$ cat config.mk
export PLATFORM = sky130hd
export DESIGN_NAME = stun_response_address_parser
export DESIGN_NICKNAME = d
export VERILOG_FILES = /design/src/srap_pkg.sv /design/src/srap_parse.sv /design/src/stun_response_address_parser.sv
export SDC_FILE = /design/constraint.sdc
export NUM_CORES = 1
export LEC_CHECK = 0
export CORE_MARGIN = 10
export CORE_UTILIZATION = 45
export DETAILED_ROUTE_END_ITERATION = 8
export DONT_BUFFER_PORTS = 1
export PLACE_DENSITY = 0.71
export RECOVER_POWER = 50
export SYNTH_ARGS = -nofsm -noshare
export SYNTH_HDL_FRONTEND = slang
export SYNTH_SLANG_ARGS = --single-unit
$ cat constraint.sdc
create_clock -name clock -period 3.2 [get_ports clock]
set_clock_uncertainty 0.1 [all_clocks]
set_input_delay 0.32 -clock clock [delete_from_list [all_inputs] [get_ports clock]]
set_output_delay 0.32 -clock clock [all_outputs]
set_load 0.01 [all_outputs]
$ cat src/srap_pkg.sv
// Shared types and constants for the STUN response address parser.
package srap_pkg;

   localparam int MAX_DATAGRAM_DEFAULT = 512;

   // Byte offsets within the STUN header
   localparam int COOKIE_START = 4;
   localparam int HEADER_LEN   = 20;

   localparam logic [31:0] MAGIC_COOKIE     = 32'h2112_A442;
   localparam logic [15:0] PORT_XOR_MASK    = 16'h2112;
   localparam logic [15:0] ATTR_XOR_MAPPED  = 16'h0020;
   localparam logic [15:0] MIN_ADDR_VAL_LEN = 16'd8;

   // Configuration register indexes
   localparam int CSR_INDEX_W = 1;
   localparam logic [CSR_INDEX_W-1:0] CSR_TXID_UPPER = 1'b0;
   localparam logic [CSR_INDEX_W-1:0] CSR_TXID_LOWER = 1'b1;
   localparam int CSR_DATA_W = 64;

   typedef enum logic [1:0] {
      PH_HEADER,
      PH_CAPTURE,
      PH_SKIP,
      PH_DONE
   } walk_phase_type;

   typedef enum logic [1:0] {
      ST_FOUND      = 2'd0,
      ST_NO_ADDRESS = 2'd1,
      ST_IGNORED    = 2'd2
   } status_type;

   typedef struct packed {
      logic [15:0] port;
      logic [31:0] ip;
      status_type  status;
   } result_type;

endpackage

$ cat src/srap_parse.sv
// Per-datagram header check and attribute walk, one byte per step.
module srap_parse #(
   parameter int MAX_DATAGRAM = srap_pkg::MAX_DATAGRAM_DEFAULT
) (
   input  logic                clock,
   input  logic                reset,
   input  logic                step,
   input  logic [7:0]          data_byte,
   input  logic                last,
   input  logic [31:0]         txid_upper,
   input  logic [63:0]         txid_lower,
   output srap_pkg::result_type result
);
   import srap_pkg::*;

   localparam int PosW = $clog2(MAX_DATAGRAM + 1);

   logic [PosW-1:0] pos_ff, pos_in;
   logic            match_ff, match_in;
   walk_phase_type  phase_ff, phase_in;
   logic [15:0]     type_ff, type_in;
   logic [15:0]     len_ff, len_in;
   logic [16:0]     rem_ff, rem_in;
   logic [15:0]     port_ff, port_in;
   logic [31:0]     ip_ff, ip_in;
   logic            found_ff, found_in;

   logic [127:0] hdr_vec;
   logic [3:0]   hdr_idx;
   logic [7:0]   hdr_byte;
   logic [16:0]  rem_inc;
   logic [16:0]  skip_len;

   assign hdr_vec  = {MAGIC_COOKIE, txid_upper, txid_lower};
   assign hdr_idx  = 4'(pos_ff - PosW'(COOKIE_START));
   // byte 0 of the header window sits in the top bits
   assign hdr_byte = hdr_vec[{~hdr_idx, 3'b000} +: 8];
   assign rem_inc  = rem_ff + 17'd1;

   always_comb begin
      pos_in   = pos_ff;
      match_in = match_ff;
      phase_in = phase_ff;
      type_in  = type_ff;
      len_in   = len_ff;
      rem_in   = rem_ff;
      port_in  = port_ff;
      ip_in    = ip_ff;
      found_in = found_ff;
      skip_len = '0;
      result   = '{port: '0, ip: '0, status: ST_IGNORED};

      if (step) begin
         if (pos_ff < PosW'(MAX_DATAGRAM)) begin
            if (pos_ff >= PosW'(COOKIE_START) && pos_ff < PosW'(HEADER_LEN)) begin
               if (data_byte != hdr_byte) match_in = 1'b0;
            end else if (pos_ff >= PosW'(HEADER_LEN)) begin
               case (phase_ff)
                  PH_HEADER: begin
                     if (rem_ff < 17'd2) type_in = {type_ff[7:0], data_byte};
                     else                len_in  = {len_ff[7:0], data_byte};
                     rem_in = rem_inc;
                     if (rem_inc >= 17'd4) begin
                        if (type_in == ATTR_XOR_MAPPED && len_in >= MIN_ADDR_VAL_LEN) begin
                           phase_in = PH_CAPTURE;
                           rem_in   = '0;
                        end else begin
                           // value padded up to a 4-byte boundary
                           skip_len = (17'(len_in) + 17'd3) & ~17'd3;
                           rem_in   = skip_len;
                           phase_in = (skip_len != '0) ? PH_SKIP : PH_HEADER;
                        end
                     end
                  end
                  PH_CAPTURE: begin
                     if (rem_ff == 17'd2 || rem_ff == 17'd3)
                        port_in = {port_ff[7:0], data_byte};
                     else if (rem_ff >= 17'd4)
                        ip_in = {ip_ff[23:0], data_byte};
                     rem_in = rem_inc;
                     if (rem_inc >= 17'd8) begin
                        found_in = 1'b1;
                        phase_in = PH_DONE;
                     end
                  end
                  PH_SKIP: begin
                     if (rem_ff != '0) rem_in = rem_ff - 17'd1;
                     if (rem_in == '0) begin
                        phase_in = PH_HEADER;
                        type_in  = '0;
                        len_in   = '0;
                     end
                  end
                  default: ;
               endcase
            end
            pos_in = pos_ff + PosW'(1);
         end

         if (last) begin
            if (pos_in < PosW'(HEADER_LEN) || !match_in)
               result = '{port: '0, ip: '0, status: ST_IGNORED};
            else if (found_in)
               result = '{port: port_in ^ PORT_XOR_MASK, ip: ip_in ^ MAGIC_COOKIE,
                          status: ST_FOUND};
            else
               result = '{port: '0, ip: '0, status: ST_NO_ADDRESS};

            pos_in   = '0;
            match_in = 1'b1;
            phase_in = PH_HEADER;
            type_in  = '0;
            len_in   = '0;
            rem_in   = '0;
            port_in  = '0;
            ip_in    = '0;
            found_in = 1'b0;
         end
      end
   end

   always_ff @(posedge clock) begin
      if (reset) begin
         pos_ff   <= '0;
         match_ff <= 1'b1;
         phase_ff <= PH_HEADER;
         type_ff  <= '0;
         len_ff   <= '0;
         rem_ff   <= '0;
         port_ff  <= '0;
         ip_ff    <= '0;
         found_ff <= 1'b0;
      end else begin
         pos_ff   <= pos_in;
         match_ff <= match_in;
         phase_ff <= phase_in;
         type_ff  <= type_in;
         len_ff   <= len_in;
         rem_ff   <= rem_in;
         port_ff  <= port_in;
         ip_ff    <= ip_in;
         found_ff <= found_in;
      end
   end

endmodule

$ cat src/stun_response_address_parser.sv
// Top level of the STUN binding response XOR-MAPPED-ADDRESS parser.
// Streams a received STUN datagram in one byte per transaction (tlast on the
// final byte), checks the magic cookie and the 96-bit transaction ID set
// through the csr_ port, walks the attributes and returns one result
// transaction per datagram: found (with the decoded IPv4 address and port),
// no mapped address, or ignored (short datagram or header mismatch).
// Throughput is one byte per clock while the input side does not stall: each
// byte passes through an input register, the combinational parser logic and,
// for a final byte, a result register, so rsp_tvalid is driven from the result
// register and rises only after the final byte has left the input register.
// The input side stalls only when a final byte waits in the input register
// while the result register still holds a result not yet taken. Bytes past
// MAX_DATAGRAM are dropped, but their tlast still closes the datagram.
// Transaction ID registers must only be written while no datagram is in flight.
module stun_response_address_parser #(
   parameter int MAX_DATAGRAM = srap_pkg::MAX_DATAGRAM_DEFAULT
) (
   input  logic                                clock,
   input  logic                                reset,
   // datagram byte stream
   input  logic                                req_tvalid,
   output logic                                req_tready,
   input  logic [7:0]                          req_tdata,  // [7:0] data_byte
   input  logic                                req_tlast,  // end_of_datagram
   // result stream
   output logic                                rsp_tvalid,
   input  logic                                rsp_tready,
   // [1:0] status, [33:2] public_ip, [49:34] public_port, [55:50] zero
   output logic [55:0]                         rsp_tdata,
   // configuration writes
   input  logic                                csr_we,
   input  logic [srap_pkg::CSR_INDEX_W-1:0]    csr_index,
   input  logic [srap_pkg::CSR_DATA_W-1:0]     csr_wdata
);
   import srap_pkg::*;

   // transaction ID registers
   logic [31:0] txid_upper_ff, txid_upper_in;
   logic [63:0] txid_lower_ff, txid_lower_in;

   // input register
   logic       in_valid_ff, in_valid_in;
   logic [7:0] in_byte_ff, in_byte_in;
   logic       in_last_ff, in_last_in;

   // result register
   logic       rsp_valid_ff, rsp_valid_in;
   result_type rsp_data_ff, rsp_data_in;

   result_type parse_result;
   logic       out_free;
   logic       advance;

   // A non-final byte always moves on; a final byte needs the result slot.
   assign out_free   = !rsp_valid_ff || rsp_tready;
   assign advance    = in_valid_ff && (!in_last_ff || out_free);
   assign req_tready = !in_valid_ff || advance;

   always_comb begin
      txid_upper_in = txid_upper_ff;
      txid_lower_in = txid_lower_ff;
      if (csr_we) begin
         case (csr_index)
            CSR_TXID_UPPER: txid_upper_in = csr_wdata[31:0];
            CSR_TXID_LOWER: txid_lower_in = csr_wdata;
            default: ;
         endcase
      end
   end

   always_comb begin
      in_valid_in = in_valid_ff;
      in_byte_in  = in_byte_ff;
      in_last_in  = in_last_ff;
      if (req_tready) begin
         in_valid_in = req_tvalid;
         in_byte_in  = req_tdata;
         in_last_in  = req_tlast;
      end
   end

   srap_parse #(
      .MAX_DATAGRAM(MAX_DATAGRAM)
   ) u_parse (
      .clock      (clock),
      .reset      (reset),
      .step       (advance),
      .data_byte  (in_byte_ff),
      .last       (in_last_ff),
      .txid_upper (txid_upper_ff),
      .txid_lower (txid_lower_ff),
      .result     (parse_result)
   );

   always_comb begin
      rsp_valid_in = rsp_valid_ff;
      rsp_data_in  = rsp_data_ff;
      if (advance && in_last_ff) begin
         rsp_valid_in = 1'b1;
         rsp_data_in  = parse_result;
      end else if (rsp_tready) begin
         rsp_valid_in = 1'b0;
      end
   end

   always_ff @(posedge clock) begin
      if (reset) begin
         txid_upper_ff <= '0;
         txid_lower_ff <= '0;
         in_valid_ff   <= 1'b0;
         rsp_valid_ff  <= 1'b0;
      end else begin
         txid_upper_ff <= txid_upper_in;
         txid_lower_ff <= txid_lower_in;
         in_valid_ff   <= in_valid_in;
         rsp_valid_ff  <= rsp_valid_in;
      end
   end

   // payload registers, no reset
   always_ff @(posedge clock) begin
      in_byte_ff  <= in_byte_in;
      in_last_ff  <= in_last_in;
      rsp_data_ff <= rsp_data_in;
   end

   assign rsp_tvalid = rsp_valid_ff;
   assign rsp_tdata  = {6'b0, rsp_data_ff.port, rsp_data_ff.ip, rsp_data_ff.status};

   // Address fields are zero unless an address was found.
   assert property (@(posedge clock) disable iff (reset)
      (rsp_valid_ff && rsp_data_ff.status != ST_FOUND)
         |-> (rsp_data_ff.ip == '0 && rsp_data_ff.port == '0))
      else $error("address fields nonzero on a not-found result");

   // Backpressure only comes from a final byte blocked by a full result slot.
   assert property (@(posedge clock) disable iff (reset)
      !req_tready |-> (in_valid_ff && in_last_ff && rsp_valid_ff && !rsp_tready))
      else $error("input stalled without a blocked final byte");

   // A byte held in the input register is not lost or changed.
   assert property (@(posedge clock) disable iff (reset)
      (in_valid_ff && !advance)
         |=> (in_valid_ff && in_last_ff && $stable(in_byte_ff)))
      else $error("held input byte lost");

endmodule
== Word level (Yosys, flattened, before mapping) ==
Cells that the tools add are included.
Cells by class
  $add $sub $neg: 5
  $lt $le $gt $ge: 10
  equal/unequal tests: 10
  shifts and indexed selects: 1
  muxes and demuxes: 79
  bitwise gates (word level): 7
  reduce and logical (&&, ||, !) cells: 29
Operators with widths (count)
  two-way mux 16 bit: 28
  two-way mux 32 bit: 8
  two-way mux 17 bit: 12
  variable part select 128 x 8 -> 8 bit: 1
  case mux 16 bit (2 select lines): 2
  case mux 17 bit (3 select lines): 1
  equality test 17 x 2 -> 1 bit, second input constant: 2
  >= comparator 17 x 3 -> 1 bit, second input constant: 2
  nonzero test 17 bit: 2
  two-way mux 10 bit: 3
  less-than comparator 10 x 5 -> 1 bit, second input constant: 2
  two-way mux 2 bit: 9
  adder 16 x 2 -> 17 bit, second input constant: 1
  adder 17 x 1 -> 17 bit, second input constant: 1
  >= comparator 17 x 4 -> 1 bit, second input constant: 1
  logical NOT 17 bit: 1
  less-than comparator 17 x 2 -> 1 bit, second input constant: 1
  subtractor 17 x 1 -> 17 bit, second input constant: 1
  equality test 16 x 6 -> 1 bit, second input constant: 1
  >= comparator 16 x 4 -> 1 bit, second input constant: 1
  two-way mux 1 bit: 15
  adder 10 x 1 -> 10 bit, second input constant: 1
  >= comparator 10 x 3 -> 1 bit, second input constant: 1
  >= comparator 10 x 5 -> 1 bit, second input constant: 1
  other kinds (24): 43
Storage, ports and cells
  register bits: 268
  input port bits: 79
  output and inout bits: 58
  logic and storage cells: 159

== Depth between registers and ports, before layout ==
  depth after elaboration: 17
  depth in mapped cells: 14
  mapped depth without buffers: 10

== Cells and area by module ==
From an unflattened synthesis, not the netlist that was laid out.
Unflattened totals
  cell total of the unflattened synthesis: 1506
  area total of the unflattened synthesis: 13623.1 um^2
By module, submodules not included
  srap_parse: times used 1, cells an instance 1010, area each 8179.1 um^2, seq. area each 2222.1 um^2
  stun_response_address_parser: times used 1, cells an instance 496, area each 5444.0 um^2, seq. area each 3733.6 um^2

== Worst setup path after synthesis ==
OpenSTA, ideal clock, no wires.
  path kind: reg-to-reg
  start: register u_parse.pos_ff[1]
  end: register rsp_data_ff (netlist bit rsp_tdata[10]) (data pin)
  library setup time: 140 ps
  data arrival time: 3163 ps
  data required time: 2960 ps
  slack: -202 ps
  stages on the path, launching flop included: 15
  buffers on the path: 4
  clock period less this slack: 3402 ps
  cells stage by stage: dfxtp_1 -> clkbuf_1 -> clkbuf_1 -> inv_1 -> ha_1 -> or2_2 -> mux4_2 -> xor2_1 -> nor2_1 -> nand4_1 -> o211ai_1 -> nand4_1 -> buf_2 -> buf_2 -> nor2_1
On the way
  word-level cells in the longest chain between the ends: 11
  elaborated cells on any way between the ends: 29
  classes of those cells: 2 x add/sub; 5 x order compare; 1 x eq/ne; 1 x shift; 14 x mux; 2 x bitwise; 4 x reduce/logical
RTL lines
  start: declaration: RTL line srap_parse.sv:18  | logic [PosW-1:0] pos_ff, pos_in;
  start signal: assignment: RTL line srap_parse.sv:134  | pos_ff <= pos_in;
  subtractor 4 x 3 -> 4 bit: RTL line srap_parse.sv:35  | assign hdr_idx = 4'(pos_ff - PosW'(COOKIE_START));
  NOT 4 bit: RTL line srap_parse.sv:37  | assign hdr_byte = hdr_vec[{~hdr_idx, 3'b000} +: 8];
  variable part select 128 x 8 -> 8 bit: RTL line srap_parse.sv:37
  != test 8 bit: RTL line srap_parse.sv:56  | if (data_byte != hdr_byte) match_in = 1'b0;
  two-way mux 1 bit: RTL line srap_parse.sv:56
  two-way mux 1 bit: RTL line srap_parse.sv:55  | if (pos_ff >= PosW'(COOKIE_START) && pos_ff < PosW'(HEADER_LEN)) begin
  two-way mux 1 bit: RTL line srap_parse.sv:54  | if (pos_ff < PosW'(MAX_DATAGRAM)) begin
  two-way mux 1 bit: RTL line srap_parse.sv:53  | if (step) begin
  logical NOT 1 bit: RTL line srap_parse.sv:101  | if (pos_in < PosW'(HEADER_LEN) || !match_in)
  logical OR 1 bit: RTL line srap_parse.sv:101
  OR reduction 4 bit (no source line)
  end signal: assignment: RTL line stun_response_address_parser.sv:124  | rsp_data_ff <= rsp_data_in;
  end: declaration: RTL line stun_response_address_parser.sv:48  | result_type rsp_data_ff, rsp_data_in;
Several ways; a longest one is shown, not always the timed one. The select of a mux whose other input is x is not followed.
A chain may end at the register's enable or synchronous reset.

== Final worst setup path ==
  start: register u_parse.rem_ff[4]
  end: register u_parse.type_ff[13]
On the way
  word-level cells in the longest chain between the ends: 12
  elaborated cells on any way between the ends: 23
  classes of those cells: 1 x add/sub; 1 x order compare; 1 x eq/ne; 17 x mux; 3 x reduce/logical
RTL lines
  start: declaration: RTL line srap_parse.sv:23  | logic [16:0] rem_ff, rem_in;
  start signal: assignment: RTL line srap_parse.sv:139  | rem_ff <= rem_in;
  branches (longest 12 deep; another with subtractor 17 x 1 -> 17 bit)
  end signal: assignment: RTL line srap_parse.sv:137  | type_ff <= type_in;
  end: declaration: RTL line srap_parse.sv:21  | logic [15:0] type_ff, type_in;
Parallel ways; which one is timed is not known. The select of a mux whose other input is x is not followed.

==> flow_summary.json <==
{
  "p_leak_nw": 5.75,
  "yosysTopAreaCell": "dfxtp_1",
  "synth-main-ff-cell": "dfxtp_1",
  "fin_crit_ns": 3.12,
  "numCtsBuffers": 28,
  "drt_first_pass_iters": 5,
  "crit_type": "reg -> reg",
  "grt_setup_unrepaired": "true",
  "vias": 11600,
  "synth-edff-count": 59,
  "crit_arrival_ns": 3.45,
  "die_y_um": 192,
  "placementRows": 62,
  "initial_utilization": 0.459,
  "syn_inst": 1477,
  "fillers": 2433,
  "grt_pass1_vias": 11000,
  "finalMaxSlewViolations": 48,
  "synth_area_leaders": "dfxtp_1 (31%), edfxtp_1 (13%), nand2_1 (6.8%), mux4_2 (4.9%), a21oi_1 (4.8%)",
  "status": "finished, violations left",
  "ys_seq_area_frac": 0.448,
  "initialDrtViolationCount": 859,
  "setup_viol": 0,
  "placed_cell_area_um2": 14000,
  "clk_path_buf_depth": 3,
  "nets": 1647,
  "synth_common_cells": "nand2_1 (240), dfxtp_1 (209), nor2_1 (134), a21oi_1 (128), clkbuf_1 (110)",
  "vdd_drop_max_mv": 0.452,
  "syn_avg_cell_area_um2": 9.00,
  "detailed_place_hpwl_um": 25600,
  "required_ns": 3.53,
  "die_x_um": 192,
  "hold_ws_ns": 0.0581,
  "violations": "max-capacitance violations, max-slew violations",
  "gp_congestion": 0.946,
  "endpoint_kind": "flop",
  "die_area_um2": 36800,
  "fmax_mhz": 321,
  "cts_tree": "done",
  "clk_latency_ns": 0.56,
  "drcViolationCount": 0,
  "combPwrFrac": 0.065,
  "power.switching_mw": 1.71,
  "powerDensity_nw_per_um2": 464,
  "wl_um": 39400,
  "syn_area_um2": 13300,
  "synth-seq-cells": 268,
  "intPower_mw": 5.75,
  "synth_top_area_share": 0.315,
  "crit_path_start_kind": "flop",
  "area_growth_pct": 20.8,
  "fp.coreArea_um2": 28900,
  "antenna_found_initial": 2,
  "worst_slew_pin_slew_ns": 1.63,
  "p_seq_frac": 0.479,
  "cts_max_level": 1,
  "drv_cap": 1,
  "ys_async_sr_fraction": 0,
  "port_buffers": 0,
  "max_slew_margin": -0.0882,
  "synth.distinct_cells": 75,
  "hold_path_class": "in -> reg",
  "overflow": 0,
  "finalCritPeriodShare": 0.975,
  "grt_pass1_wl_um": 60600,
  "drive_gt1_frac": 0.148,
  "final_area_um2": 16100,
  "yosysWarnings": 0,
  "hold_violations": 0,
  "cts.sink_count": 268,
  "ant_nets": 0,
  "p_sw_frac": 0.229,
  "cts_root_buffer": "clkbuf_16",
  "synth.most_common_cell": "nand2_1",
  "setup_tns_ns": 0,
  "viasPerCell": 5.91,
  "grt_max_degree": 158,
  "grt_use_total": 0.200,
  "clk_pin_slew_ns": 0.07,
  "wl_per_cell_um": 20.1,
  "pin_count": 137,
  "p_clk_frac": 0.455,
  "worstPathMaxFanout": 16
}
## path summary, 6_finish.rpt
path	startpoint	to	slack (ns)	depth (start not counted)
worst max-delay path	u_parse.rem_ff[4]$_SDFFE_PP0P_	u_parse.type_ff[13]$_SDFFE_PP0P_	0.08	10
worst min-delay path	reset	u_parse.rem_ff[7]$_SDFFE_PP0P_	0.06	4
worst max register to register	u_parse.rem_ff[4]$_SDFFE_PP0P_	u_parse.type_ff[13]$_SDFFE_PP0P_	0.08	10
worst min register to register	txid_upper_ff[23]$_SDFFE_PP0P_	txid_upper_ff[23]$_SDFFE_PP0P_	0.35	2
## metrics by stage
stage / power [mW] / cells / setup slack, ns / utilization
6_report: 7.46 / 1962 / 0.0811 / 0.555
5_1_grt: 7.70 / 1962 / -0.0519 / 0.555
4_1_cts: 7.49 / 1948 / 0.00602 / 0.545
3_5_place_dp: 3.99 / 1816 / 0.0615 / 0.483
3_3_place_gp: 3.99 / 1816 / 0.0929 / 0.483
2_1_floorplan: 3.91 / 1482 / 0.0418 / -
## final cells by class
type                       count  area [µm²]  area share
sequential                   268        5960       0.371
tap                          384         480      0.0299
clock buffer                  36         761      0.0474
multi-input combinational   1047        6820       0.424
antenna                        2        5.00    0.000312
inverter                      23        86.3     0.00538
timing repair buffer         186        1740       0.108
clock inverter                16         213      0.0132
## repair_timing
item,CTS,global route
hold buffers,80,0
endpoints found under the hold margin,167,0
resized for setup,0,43
setup endpoints to repair,0,82
setup buffers,0,8
## critical path, stage by stage, from the launching register on
cell and delay (ns):
dfxtp_1 0.39, buf_4 0.22, or3_1 0.42, nor3_2 0.22
buf_4 0.15, mux2i_1 0.30, nand4_1 0.20, o31ai_4 0.35
o21a_1 0.22, o32ai_4 0.19, a22o_1 0.23
## power groups by stage
stage	registers, mW	clock network (mW)	logic (mW)
after detailed placement	3.65	0	0.349
after global routing	3.58	3.59	0.528
final	3.57	3.40	0.487
after global placement	3.64	0	0.344
after floorplan	3.62	0	0.283
after CTS	3.57	3.45	0.470
## state kept, by name (all words and copies together), names as in the netlist, 10 cells and up
name,flops
u_parse.len_ff,16
rsp_tdata,50
txid_lower_ff,64
txid_upper_ff,32
u_parse.type_ff,16
u_parse.pos_ff,10
u_parse.ip_ff,32
u_parse.port_ff,16
u_parse.rem_ff,17
## layout by cell type, fill, tap and decap left out, drive strengths merged, types with 23 or more instances in the layout
cell type and instances:
xnor2 31, buf 101, nor2 134, a22o 39, o21ai 31, a22oi 55
mux2i 45, clkbuf 42, inv 24, nand4 23, a211oi 23, nor3 28
dfxtp 209, dlygate4sd3 79, nand2 240, mux4 29, a21oi 128, edfxtp 59
## metal layers
metal	part of all wire	wire length (µm)	vias up	track usage
li1	-	-	5444	-
met1	0.42	16700	5661	0.261
met2	0.49	19300	432	0.333
met3	0.064	2540	62	0.0345
met4	0.021	818	0	0.0571
met5	0	0	-	0
## kinds of logic (layout without fill, tap and decap cells)
group | count (synthesis) | after routing | share of synthesized area
AOI/OAI and AO/OA | 350 | 350 | 0.179
other | 1 | 8 | 0.000282
and+or+nand+nor | 554 | 554 | 0.193
DFF | 268 | 268 | 0.448
buffers and inverters | 167 | 261 | 0.0515
muxes | 75 | 75 | 0.0839
adders and majority gates | 14 | 14 | 0.0132
xor gates and xnor gates | 48 | 48 | 0.0316
Note: power is estimated with default switching activity, not from simulation.
